==> src/hdl/ssnd_pkg.sv <==
// Shared types and constants for the seven-segment frame sender.
// Used by ssnd_encode and seven_segment_number_display_sender; no dependencies.
`default_nettype none

package ssnd_pkg;

	localparam logic [1:0] ACT_SHOW  = 2'd0;
	localparam logic [1:0] ACT_CLEAR = 2'd1;
	localparam logic [1:0] ACT_INIT  = 2'd2;

	localparam logic [1:0] KIND_START = 2'd0;
	localparam logic [1:0] KIND_DATA  = 2'd1;
	localparam logic [1:0] KIND_STOP  = 2'd2;

	localparam logic [7:0] CMD_DATA       = 8'h40;
	localparam logic [7:0] CMD_ADDR       = 8'hC0;
	localparam logic [7:0] CMD_DISPLAY_ON = 8'h88;
	localparam logic [7:0] SEG_DOT        = 8'h80;
	localparam logic [7:0] SEG_ZERO       = 8'h3f;

	localparam logic [15:0] MAX_SHOW = 16'd9999;
	localparam logic [2:0]  BRIGHT_RESET = 3'd3;

	// floor(n / d) = (n * RECIP) >> SHIFT, exact for n <= 9999
	localparam logic [13:0] RECIP_1000 = 14'd8389;
	localparam logic [13:0] RECIP_100  = 14'd5243;
	localparam logic [13:0] RECIP_10   = 14'd6554;

	typedef struct packed {
		logic             is_init;
		logic [2:0]       bright;
		logic [3:0][7:0]  seg;      // seg[0] is the leftmost digit
	} frame_set_t;

	function automatic logic [7:0] seg_code(input logic [3:0] digit);
		logic [7:0] code;
		case (digit)
			4'd0: code = 8'h3f;
			4'd1: code = 8'h06;
			4'd2: code = 8'h5b;
			4'd3: code = 8'h4f;
			4'd4: code = 8'h66;
			4'd5: code = 8'h6d;
			4'd6: code = 8'h7d;
			4'd7: code = 8'h07;
			4'd8: code = 8'h7f;
			4'd9: code = 8'h6f;
			default: code = 8'h00;
		endcase
		return code;
	endfunction

endpackage

`default_nettype wire

==> src/hdl/ssnd_encode.sv <==
// Three-stage pipeline turning one action into the segment bytes of a frame set.
// Depends on ssnd_pkg for action codes, reciprocal constants and the segment table.
`default_nettype none

module ssnd_encode import ssnd_pkg::*; (
	input  logic        clk,
	input  logic        arst_n,
	input  logic        in_valid,
	output logic        in_ready,
	input  logic [1:0]  action,
	input  logic [15:0] number,
	input  logic [3:0]  point_mask,
	input  logic [2:0]  bright,
	output logic        set_valid,
	input  logic        set_ready,
	output frame_set_t  set_data
);

	logic        valid_s1, valid_s2, valid_s3;
	logic        adv1, adv2, adv3;

	logic [1:0]  action_s1;
	logic [15:0] number_s1;
	logic [3:0]  dots_s1;
	logic [2:0]  bright_s1;
	logic        keep_s1;

	logic        is_init_s2, blank_s2;
	logic [13:0] n_s2;
	logic [3:0]  q1000_s2;
	logic [6:0]  q100_s2;
	logic [9:0]  q10_s2;
	logic [3:0]  dots_s2;
	logic [2:0]  bright_s2;

	frame_set_t  set_s3;

	logic [27:0] prod_1000, prod_100, prod_10;
	logic [6:0]  rem_100;
	logic [9:0]  rem_10;
	logic [13:0] rem_1;
	logic        lt1000, lt100, lt10, restore;
	logic [3:0][7:0] seg;

	assign adv3     = !valid_s3 || set_ready;
	assign adv2     = !valid_s2 || adv3;
	assign adv1     = !valid_s1 || adv2;
	assign in_ready = adv1;

	always_comb begin
		case (action_s1)
			ACT_SHOW:  keep_s1 = (number_s1 <= MAX_SHOW);
			ACT_CLEAR: keep_s1 = 1'b1;
			ACT_INIT:  keep_s1 = 1'b1;
			default:   keep_s1 = 1'b0;
		endcase
	end

	assign prod_1000 = {14'd0, number_s1[13:0]} * {14'd0, RECIP_1000};
	assign prod_100  = {14'd0, number_s1[13:0]} * {14'd0, RECIP_100};
	assign prod_10   = {14'd0, number_s1[13:0]} * {14'd0, RECIP_10};

	assign rem_100 = q100_s2 - {q1000_s2, 3'b000} - {2'b00, q1000_s2, 1'b0};
	assign rem_10  = q10_s2 - {q100_s2, 3'b000} - {2'b00, q100_s2, 1'b0};
	assign rem_1   = n_s2 - {1'b0, q10_s2, 3'b000} - {3'b000, q10_s2, 1'b0};

	assign lt1000  = (n_s2 < 14'd1000);
	assign lt100   = (n_s2 < 14'd100);
	assign lt10    = (n_s2 < 14'd10);
	assign restore = (dots_s2[3] && lt1000) || (dots_s2[2] && lt100) ||
	                 (dots_s2[1] && lt10);

	always_comb begin
		seg[0] = seg_code(q1000_s2);
		seg[1] = seg_code(rem_100[3:0]);
		seg[2] = seg_code(rem_10[3:0]);
		seg[3] = seg_code(rem_1[3:0]);
		if (lt1000) begin
			seg[0] = (restore && !lt100) ? SEG_ZERO : 8'h00;
		end
		if (lt100) begin
			seg[1] = (restore && !lt10) ? SEG_ZERO : 8'h00;
		end
		if (lt10) begin
			seg[2] = restore ? SEG_ZERO : 8'h00;
		end
		for (int i = 0; i < 4; i++) begin
			if (dots_s2[3 - i]) begin
				seg[i] = seg[i] | SEG_DOT;
			end
			if (blank_s2 || is_init_s2) begin
				seg[i] = 8'h00;
			end
		end
	end

	always_ff @(posedge clk or negedge arst_n) begin
		if (!arst_n) begin
			valid_s1 <= 1'b0;
			valid_s2 <= 1'b0;
			valid_s3 <= 1'b0;
		end else begin
			if (adv1) begin
				valid_s1 <= in_valid;
			end
			if (adv2) begin
				valid_s2 <= valid_s1 && keep_s1;
			end
			if (adv3) begin
				valid_s3 <= valid_s2;
			end
		end
	end

	always_ff @(posedge clk) begin
		if (adv1 && in_valid) begin
			action_s1 <= action;
			number_s1 <= number;
			dots_s1   <= point_mask;
			bright_s1 <= bright;
		end
		if (adv2 && valid_s1) begin
			is_init_s2 <= (action_s1 == ACT_INIT);
			blank_s2   <= (action_s1 == ACT_CLEAR);
			n_s2       <= number_s1[13:0];
			q1000_s2   <= prod_1000[26:23];
			q100_s2    <= prod_100[25:19];
			q10_s2     <= prod_10[25:16];
			dots_s2    <= dots_s1;
			bright_s2  <= bright_s1;
		end
		if (adv3 && valid_s2) begin
			set_s3.is_init <= is_init_s2;
			set_s3.bright  <= bright_s2;
			set_s3.seg     <= seg;
		end
	end

	assign set_valid = valid_s3;
	assign set_data  = set_s3;

endmodule

`default_nettype wire

==> src/hdl/seven_segment_number_display_sender.sv <==
// Top level of the seven-segment frame sender: brightness register, frame sequencer
// and output register. Depends on ssnd_pkg and ssnd_encode.
`default_nettype none

// An input transfer can be taken on every clock while the encoder is not stalled. Each
// action passes a three-stage encoder (input register, constant-reciprocal digit split,
// segment lookup), and its first frame is then loaded into the output register. The
// frame sequencer then emits one frame per cycle while out_ready allows: ten for show
// and clear, three for init, none for a show above 9999 or an unused action code.
// Sustained throughput is therefore set by the sequencer; up to two further items
// queue in the encoder stages meanwhile.
// Brightness is written through the cfg channel, which is always ready.
module seven_segment_number_display_sender import ssnd_pkg::*; (
	input  logic        clk,
	input  logic        arst_n,
	input  logic        cfg_valid,
	output logic        cfg_ready,
	input  logic [2:0]  cfg_data,
	input  logic        in_valid,
	output logic        in_ready,
	input  logic [1:0]  action,
	input  logic [15:0] number,
	input  logic [3:0]  point_mask,
	output logic        out_valid,
	input  logic        out_ready,
	output logic [1:0]  frame_kind,
	output logic [7:0]  byte_value,
	output logic        last
);

	localparam logic [3:0] FR_START_A = 4'd0;
	localparam logic [3:0] FR_CMD_A   = 4'd1;
	localparam logic [3:0] FR_STOP_A  = 4'd2;
	localparam logic [3:0] FR_START_B = 4'd3;
	localparam logic [3:0] FR_CMD_B   = 4'd4;
	localparam logic [3:0] FR_SEG0    = 4'd5;
	localparam logic [3:0] FR_SEG1    = 4'd6;
	localparam logic [3:0] FR_SEG2    = 4'd7;
	localparam logic [3:0] FR_SEG3    = 4'd8;
	localparam logic [3:0] FR_STOP_B  = 4'd9;

	logic [2:0]  brightness_q;
	logic [3:0]  idx_q;
	logic        out_valid_q;
	logic [1:0]  kind_q;
	logic [7:0]  byte_q;
	logic        last_q;

	logic        set_valid, set_ready, out_adv;
	frame_set_t  set_data;
	logic [1:0]  nxt_kind;
	logic [7:0]  nxt_byte;
	logic        nxt_last;

	ssnd_encode u_encode (
		.clk        (clk),
		.arst_n     (arst_n),
		.in_valid   (in_valid),
		.in_ready   (in_ready),
		.action     (action),
		.number     (number),
		.point_mask (point_mask),
		.bright     (brightness_q),
		.set_valid  (set_valid),
		.set_ready  (set_ready),
		.set_data   (set_data)
	);

	assign cfg_ready = 1'b1;

	always_ff @(posedge clk or negedge arst_n) begin
		if (!arst_n) begin
			brightness_q <= BRIGHT_RESET;
		end else if (cfg_valid) begin
			brightness_q <= cfg_data;
		end
	end

	always_comb begin
		nxt_kind = KIND_DATA;
		nxt_byte = 8'h00;
		nxt_last = 1'b0;
		if (set_data.is_init) begin
			case (idx_q)
				FR_START_A: nxt_kind = KIND_START;
				FR_CMD_A:   nxt_byte = CMD_DISPLAY_ON | {5'd0, set_data.bright};
				FR_STOP_A: begin
					nxt_kind = KIND_STOP;
					nxt_last = 1'b1;
				end
				default: nxt_last = 1'b1;
			endcase
		end else begin
			case (idx_q)
				FR_START_A: nxt_kind = KIND_START;
				FR_CMD_A:   nxt_byte = CMD_DATA;
				FR_STOP_A:  nxt_kind = KIND_STOP;
				FR_START_B: nxt_kind = KIND_START;
				FR_CMD_B:   nxt_byte = CMD_ADDR;
				FR_SEG0:    nxt_byte = set_data.seg[0];
				FR_SEG1:    nxt_byte = set_data.seg[1];
				FR_SEG2:    nxt_byte = set_data.seg[2];
				FR_SEG3:    nxt_byte = set_data.seg[3];
				FR_STOP_B: begin
					nxt_kind = KIND_STOP;
					nxt_last = 1'b1;
				end
				default: nxt_last = 1'b1;
			endcase
		end
	end

	assign out_adv   = !out_valid_q || out_ready;
	assign set_ready = out_adv && nxt_last;

	always_ff @(posedge clk or negedge arst_n) begin
		if (!arst_n) begin
			out_valid_q <= 1'b0;
			idx_q       <= FR_START_A;
		end else if (out_adv) begin
			out_valid_q <= set_valid;
			if (set_valid) begin
				idx_q <= nxt_last ? FR_START_A : idx_q + 4'd1;
			end
		end
	end

	always_ff @(posedge clk) begin
		if (out_adv && set_valid) begin
			kind_q <= nxt_kind;
			byte_q <= nxt_byte;
			last_q <= nxt_last;
		end
	end

	assign out_valid  = out_valid_q;
	assign frame_kind = kind_q;
	assign byte_value = byte_q;
	assign last       = last_q;

`ifndef SYNTH
	a_idx_range: assert property (@(posedge clk) disable iff (!arst_n)
		idx_q <= FR_STOP_B)
		else $error("frame index out of range");

	a_last_is_stop: assert property (@(posedge clk) disable iff (!arst_n)
		out_valid && last |-> frame_kind == KIND_STOP)
		else $error("last frame is not a stop condition");

	a_nondata_zero: assert property (@(posedge clk) disable iff (!arst_n)
		out_valid && frame_kind != KIND_DATA |-> byte_value == 8'h00)
		else $error("start or stop frame carries a byte");

	a_set_done_last: assert property (@(posedge clk) disable iff (!arst_n)
		set_valid && set_ready |=> out_valid && last)
		else $error("frame set released before its last frame");

	a_init_short: assert property (@(posedge clk) disable iff (!arst_n)
		set_valid && set_data.is_init |-> idx_q <= FR_STOP_A)
		else $error("init sequence ran past its stop frame");
`endif

endmodule

`default_nettype wire
==> config.mk <==
export PLATFORM = sky130hd
export DESIGN_NAME = seven_segment_number_display_sender
export DESIGN_NICKNAME = d
export VERILOG_FILES = /design/src/hdl/ssnd_pkg.sv /design/src/hdl/ssnd_encode.sv /design/src/hdl/seven_segment_number_display_sender.sv
export SDC_FILE = /design/constraint.sdc
export NUM_CORES = 1
export LEC_CHECK = 0
export BUFFER_PORTS_ARGS = -buffer_cell sky130_fd_sc_hd__buf_2
export CAP_MARGIN = 20
export CORE_ASPECT_RATIO = 0.6
export CORE_MARGIN = 2
export CORE_UTILIZATION = 50
export DETAILED_ROUTE_END_ITERATION = 8
export PLACE_DENSITY = 0.7
export SLEW_MARGIN = 25
export SYNTH_ARGS = -nofsm -noshare
export SYNTH_HDL_FRONTEND = slang
export SYNTH_SLANG_ARGS = --single-unit
==> constraint.sdc <==
create_clock -name clk -period 8 [get_ports clk]
set_input_delay 0.8 -clock clk [delete_from_list [all_inputs] [get_ports clk]]
set_output_delay 0.8 -clock clk [all_outputs]
set_load 0.01 [all_outputs]
==> results.json, run 1 <==
{
  "fin_nets": 1688,
  "dieWidth_um": 213,
  "cts_setup_buffers": 0,
  "required_ps": 8280,
  "setup_tns_ps": 0,
  "cts_resized": 0,
  "fillers": 2182,
  "dieArea_um2": 27400,
  "syn_area_um2": 13000,
  "ys_warn_count": 0,
  "finalMaxSlewViolations": 0,
  "clkSlewWorstSetupHoldPaths_ps": 60,
  "path_class": "reg -> reg",
  "gr-total-overflow": 0,
  "hp-class": "in -> async",
  "htree_num_levels": 4,
  "ys_types": 78,
  "routabilityCongestion": 1.01,
  "slowest_delay_ps": 820,
  "numCtsBuffers": 17,
  "r2r_start": "u_encode.number_s1[6]$_DFFE_PP_",
  "coreArea_um2": 25400,
  "rsz0062_at_grt": "false",
  "path_cells": "inv_1 -> ha_1 -> xor2_1 -> ha_1 -> ha_1 -> fa_1 -> inv_1 -> fa_1 -> inv_1 -> ha_1 -> nand4_1 -> nor2_1 -> a21boi_0 -> nor2_1 -> o2111a_1 -> a221oi_2 -> inv_1 -> ha_1 -> nand2b_1 -> o2bb2ai_1",
  "root_buffer": "clkbuf_16",
  "utilization_pct": 56.0,
  "startpoint": "u_encode.number_s1[6]$_DFFE_PP_",
  "routed_via_density": 5.40,
  "crit_path_end_kind": "register",
  "worstMarginPinSlew_ps": 933,
  "post-route-period-util_pct": 78.4,
  "io_buffers": 42,
  "grt_pass1_vias": 8718,
  "mostFrequentLayoutCell": "inv_1",
  "clock_path_buffers": 2,
  "antenna_left": 0,
  "outcome": "completed",
  "yosys_most_used_dff": "edfxtp_1",
  "final_cell_mix": "295 x inv_1, 248 x ha_1, 124 x fa_1, 107 x edfxtp_1, 70 x nand2_1",
  "dr.pass1.iters": 5,
  "synth_edf_count": 107,
  "fp.dieH_um": 129,
  "grt_max_degree": 40,
  "clock_skew_ps": 12.7,
  "avgSynthCellArea_um2": 10.6,
  "fp-row-count": 45,
  "drc": 0,
  "crit_path_frequent_cell": "ha_1",
  "vias": 8913,
  "slew_headroom_pct": 37.8,
  "io_pins": 44,
  "maxCapViolCount": 0,
  "grtUsageTotal_pct": 24.7,
  "path_buf_inv": 4,
  "critPathTopFamily": "adder cells",
  "insertion_delay_ps": 430,
  "antenna_found_initial": 0,
  "drive_gt1_share_pct": 8.55,
  "ys_seq_area_share_pct": 27.8,
  "reg2reg_slack_ps": 1730,
  "cp_max_fo": 14,
  "cp_data_arrival_time_ps": 6560,
  "grt_pass1_wl_mm": 49.9,
  "wirelength_mm": 32.0,
  "cp.depth": 20,
  "synth_cells": 1233,
  "slowest_stage": "edfxtp_1",
  "setup_viol": 0,
  "dp_hpwl_mm": 26.8,
  "clock-sinks": 125,
  "syn_to_final_growth_pct": 9.36,
  "cts_tree": "yes",
  "hold_viol": 0,
  "ys_seq_elements": 125,
  "holdBufCountCts": 0,
  "antennaDiodeCount": 0,
  "cp-start-kind": "register",
  "post_drt_wl_per_cell_um": 19.4,
  "final.min_clock_period_ps": 6270,
  "worst-r2r-cell-count": 20,
  "synth_nets": 1635,
  "fmax_mhz": 159,
  "start_util_pct": 51.2,
  "drtIter0Drc": 816,
  "synthArstFlopShare_pct": 8.80
}
==> Yosys cell counts (all sizes together) (2+ instances only) <==
cell,instances,area (um^2)
inv,296,1110
ha,248,3100
fa,124,2480
edfxtp,107,3210
nand2,70,263
nor2,46,180
a21oi,45,248
o21ai,43,226
xnor2,27,236
nand3,22,110
xor2,17,149
and2,12,75.1
nor3,12,76.3
a21o,11,82.6
nand2b,11,68.8
a31oi,9,62.6
dfrtp,9,225
and3,7,43.8
dfxtp,7,140
nand4,7,43.8
or2,7,43.8
a221oi,6,58.8
buf,6,38.8
o211ai,6,45.0
a211oi,5,42.5
a22oi,5,42.5
o21bai,5,41.3
clkbuf,4,15.0
mux2,4,45.0
mux2i,4,40.0
o2111ai,4,35.0
or3,4,25.0
a21boi,3,26.3
nor2b,3,18.8
nor4,3,25.0
o221ai,3,32.5
o31ai,3,27.5
or4,3,30.0
a222oi,2,20.0
dfstp,2,52.6
nor3b,2,15.0
o211a,2,20.0
o21a,2,15.0
o22ai,2,12.5
o32ai,2,17.5
==> cell type report <==
cell class / count / area (um^2) / share of cell area (%)
clock buffers: 17 / 425 / 2.98
clock inverters: 15 / 185 / 1.30
inverters: 296 / 1110 / 7.79
multi-input cells: 801 / 8240 / 57.8
flip-flops and latches: 125 / 3630 / 25.5
well taps: 352 / 440 / 3.09
repair buffers: 45 / 233 / 1.63
==> cells by family (layout without fill, tap and decap cells) <==
kind of cell / Yosys count / after routing / share of synthesized area (%)
other cells: 1 / 1 / 0.0288
compound gates: 167 / 167 / 8.89
fa+ha+maj: 372 / 372 / 42.8
simple gates: 209 / 209 / 7.81
flops: 125 / 125 / 27.8
mux: 8 / 8 / 0.652
buf+inv: 307 / 373 / 9.00
xor+xnor: 44 / 44 / 2.95
==> per-layer routing <==
layer / GRT usage [%] / wire length [um] / vias up / share of wire (%)
met5: 0 / 0 / - / 0
met3: 9.40 / 4200 / 21 / 13
met1: 40.8 / 16300 / 4302 / 51
met4: 3.62 / 233 / 0 / 0.73
met2: 29.8 / 11200 / 401 / 35
li1: - / - / 4189 / -
==> worst min path at each step <==
stage / startpoint / endpoint / slack (ps) / cells past startpoint
after floorplan: u_encode.bright_s1[0]$_DFFE_PP_ / u_encode.bright_s2[0]$_DFFE_PP_ / 400 / 0
after global placement: u_encode.dots_s1[3]$_DFFE_PP_ / u_encode.dots_s2[3]$_DFFE_PP_ / 400 / 0
after detailed placement: u_encode.dots_s1[1]$_DFFE_PP_ / u_encode.dots_s2[1]$_DFFE_PP_ / 410 / 0
after CTS: arst_n / idx_q[2]$_DFFE_PN0P_ / 250 / 1
after global routing: arst_n / u_encode.valid_s1$_DFFE_PN0N_ / 270 / 1
final: arst_n / u_encode.valid_s1$_DFFE_PN0N_ / 250 / 1
==> sequential cells by signal, indices dropped and copies added, names as in the netlist, 4 cells and up, named ones only <==
register	count
u_encode.number_s1	16
u_encode.q100_s2	4
u_encode.dots_s2	4
idx_q	4
u_encode.q10_s2	4
u_encode.n_s2	14
u_encode.dots_s1	4
byte_value	8
u_encode.set_data	36
u_encode.q1000_s2	4
==> stage by stage <==
stage	area [um^2]	std cells	hold slack (ps)	setup WS, ps
after CTS	14300	1651	247	1760
after detailed placement	13700	1619	406	1820
after global routing	14300	1651	269	1260
after floorplan	13000	1233	400	2650
after global placement	13700	1619	402	1920
final	14300	1651	254	1730
Power of run 1 is left out: the tool's default activity adds up to more than one toggle a clock period on the data nets, which glitch-free logic cannot reach.
==> run 2, diff against run 1 <==
clock period = 6.15 ns   (was 8 ns; I/O delays follow)
==> run 2 against run 1 <==
- fmax increased by 8.0%
- critical path depth unchanged
- via count about the same
- die area unchanged
- register-to-register slack got worse by 1400 ps
- non-clock buffer count increased by 14
- critical path type unchanged
- largest cell class unchanged
==> results.json, run 2 (same netlist as run 1, synthesis figures left out) <==
{
  "outcome": "completed",
  "antenna_left": 0,
  "finalMaxSlewViolations": 0,
  "clkSlewWorstSetupHoldPaths_ps": 70,
  "htree_num_levels": 4,
  "drtIter0Drc": 830,
  "crit_path_end_kind": "register",
  "io_buffers": 42,
  "clock-sinks": 125,
  "drc": 0,
  "antennaDiodeCount": 0,
  "setup_viol": 0,
  "routabilityCongestion": 0.936,
  "post_drt_wl_per_cell_um": 19.1,
  "grt_max_degree": 40,
  "insertion_delay_ps": 430,
  "routed_via_density": 5.36,
  "cts_resized": 0,
  "grt_pass1_wl_mm": 49.3,
  "grt_pass1_vias": 8644,
  "grtUsageTotal_pct": 24.4,
  "dieArea_um2": 27400,
  "cts_tree": "yes",
  "required_ps": 6440,
  "post-route-period-util_pct": 94.4,
  "hp-class": "in -> async",
  "cp_max_fo": 7,
  "hold_viol": 0,
  "fmax_mhz": 172,
  "cp_data_arrival_time_ps": 6100,
  "dp_hpwl_mm": 26.6,
  "final_cell_mix": "295 x inv_1, 248 x ha_1, 124 x fa_1, 107 x edfxtp_1, 70 x nand2_1",
  "cts_setup_buffers": 0,
  "antenna_found_initial": 0,
  "path_class": "reg -> reg",
  "gr-total-overflow": 0,
  "coreArea_um2": 25400,
  "setup_tns_ps": 0,
  "root_buffer": "clkbuf_16",
  "mostFrequentLayoutCell": "inv_1",
  "io_pins": 44,
  "drive_gt1_share_pct": 9.44,
  "numCtsBuffers": 17,
  "largest_reg_flops": 36,
  "fin_nets": 1702,
  "dr.pass1.iters": 6,
  "holdBufCountCts": 0,
  "final.min_clock_period_ps": 5810,
  "fp.dieH_um": 129,
  "syn_to_final_growth_pct": 10.1,
  "maxCapViolCount": 0,
  "vias": 8919,
  "rsz0062_at_grt": "false",
  "dieWidth_um": 213,
  "fillers": 2214,
  "start_util_pct": 51.2,
  "cp-start-kind": "register",
  "worstMarginPinSlew_ps": 886,
  "wirelength_mm": 31.8,
  "clock_skew_ps": 11.3,
  "clock_path_buffers": 2,
  "fp-row-count": 45,
  "slew_headroom_pct": 40.3
}
## run 2: changes by cell type in the layout (fill, tap and decap cells not counted), sizes merged
| cell | delta |
|---|---|
| buf | +14 |
| inv | +5 |
| clkinvlp | -4 |
| bufinv | -1 |
## run 2: cell type report
type	instances	area (um^2)	share of cell area [%]
flip-flops and latches	125	3630	25.3
inverters	296	1110	7.74
well taps	352	440	3.07
repair buffers	59	338	2.35
clock inverters	15	178	1.24
clock buffers	17	425	2.96
multi-input cells	801	8240	57.4
## run 2: metal layers
| layer | vias up | share of wire, % | GRT usage, % |
|---|---|---|---|
| li1 | 4225 | - | - |
| met1 | 4312 | 51 | 39.3 |
| met2 | 360 | 35 | 29.5 |
| met3 | 22 | 13 | 10.5 |
| met4 | 0 | 0.85 | 3.78 |
| met5 | - | 0 | 0 |
## run 2: path summary, 6_finish.rpt
check,startpoint,slack (ps),cells past startpoint,endpoint
max reg2reg,u_encode.number_s1[7]$_DFFE_PP_,340,20,register
max in group asynchronous,arst_n,5790,1,brightness_q[0]$_DFFE_PN1P_
max,u_encode.number_s1[7]$_DFFE_PP_,340,20,register
min in group clk,number[4],360,1,u_encode.number_s1[4]$_DFFE_PP_
min reg2reg,u_encode.dots_s1[0]$_DFFE_PP_,420,0,u_encode.dots_s2[0]$_DFFE_PP_
min,arst_n,70,1,u_encode.set_valid$_DFFE_PN0P_
## run 2: critical path, stage by stage, from the launching register on
cell	delay [ps]
edfxtp_1	630
inv_1	130
ha_1	340
xor2_1	260
ha_1	300
ha_1	310
fa_1	550
inv_1	60
fa_1	520
inv_1	50
ha_1	310
nand4_1	150
nor2_1	170
a21boi_0	340
nor2_1	100
o2111a_1	260
a221oi_2	400
inv_1	140
ha_1	330
nand2b_1	150
o2bb2ai_1	150
## run 2: stage by stage
step                cell area (um^2)  setup WS [ps]  util (%)  std cells  hold WS, ps
finish                         14400            343      56.4       1665         73.2
global route                   14400           32.0      56.4       1665         77.0
CTS                            14400            420      56.4       1665         64.8
detailed placement             13800            463      54.1       1633          407
global placement               13800            544      54.1       1633          404
floorplan                      13000            803         -       1233          319
Power of run 2 is left out for the same reason.
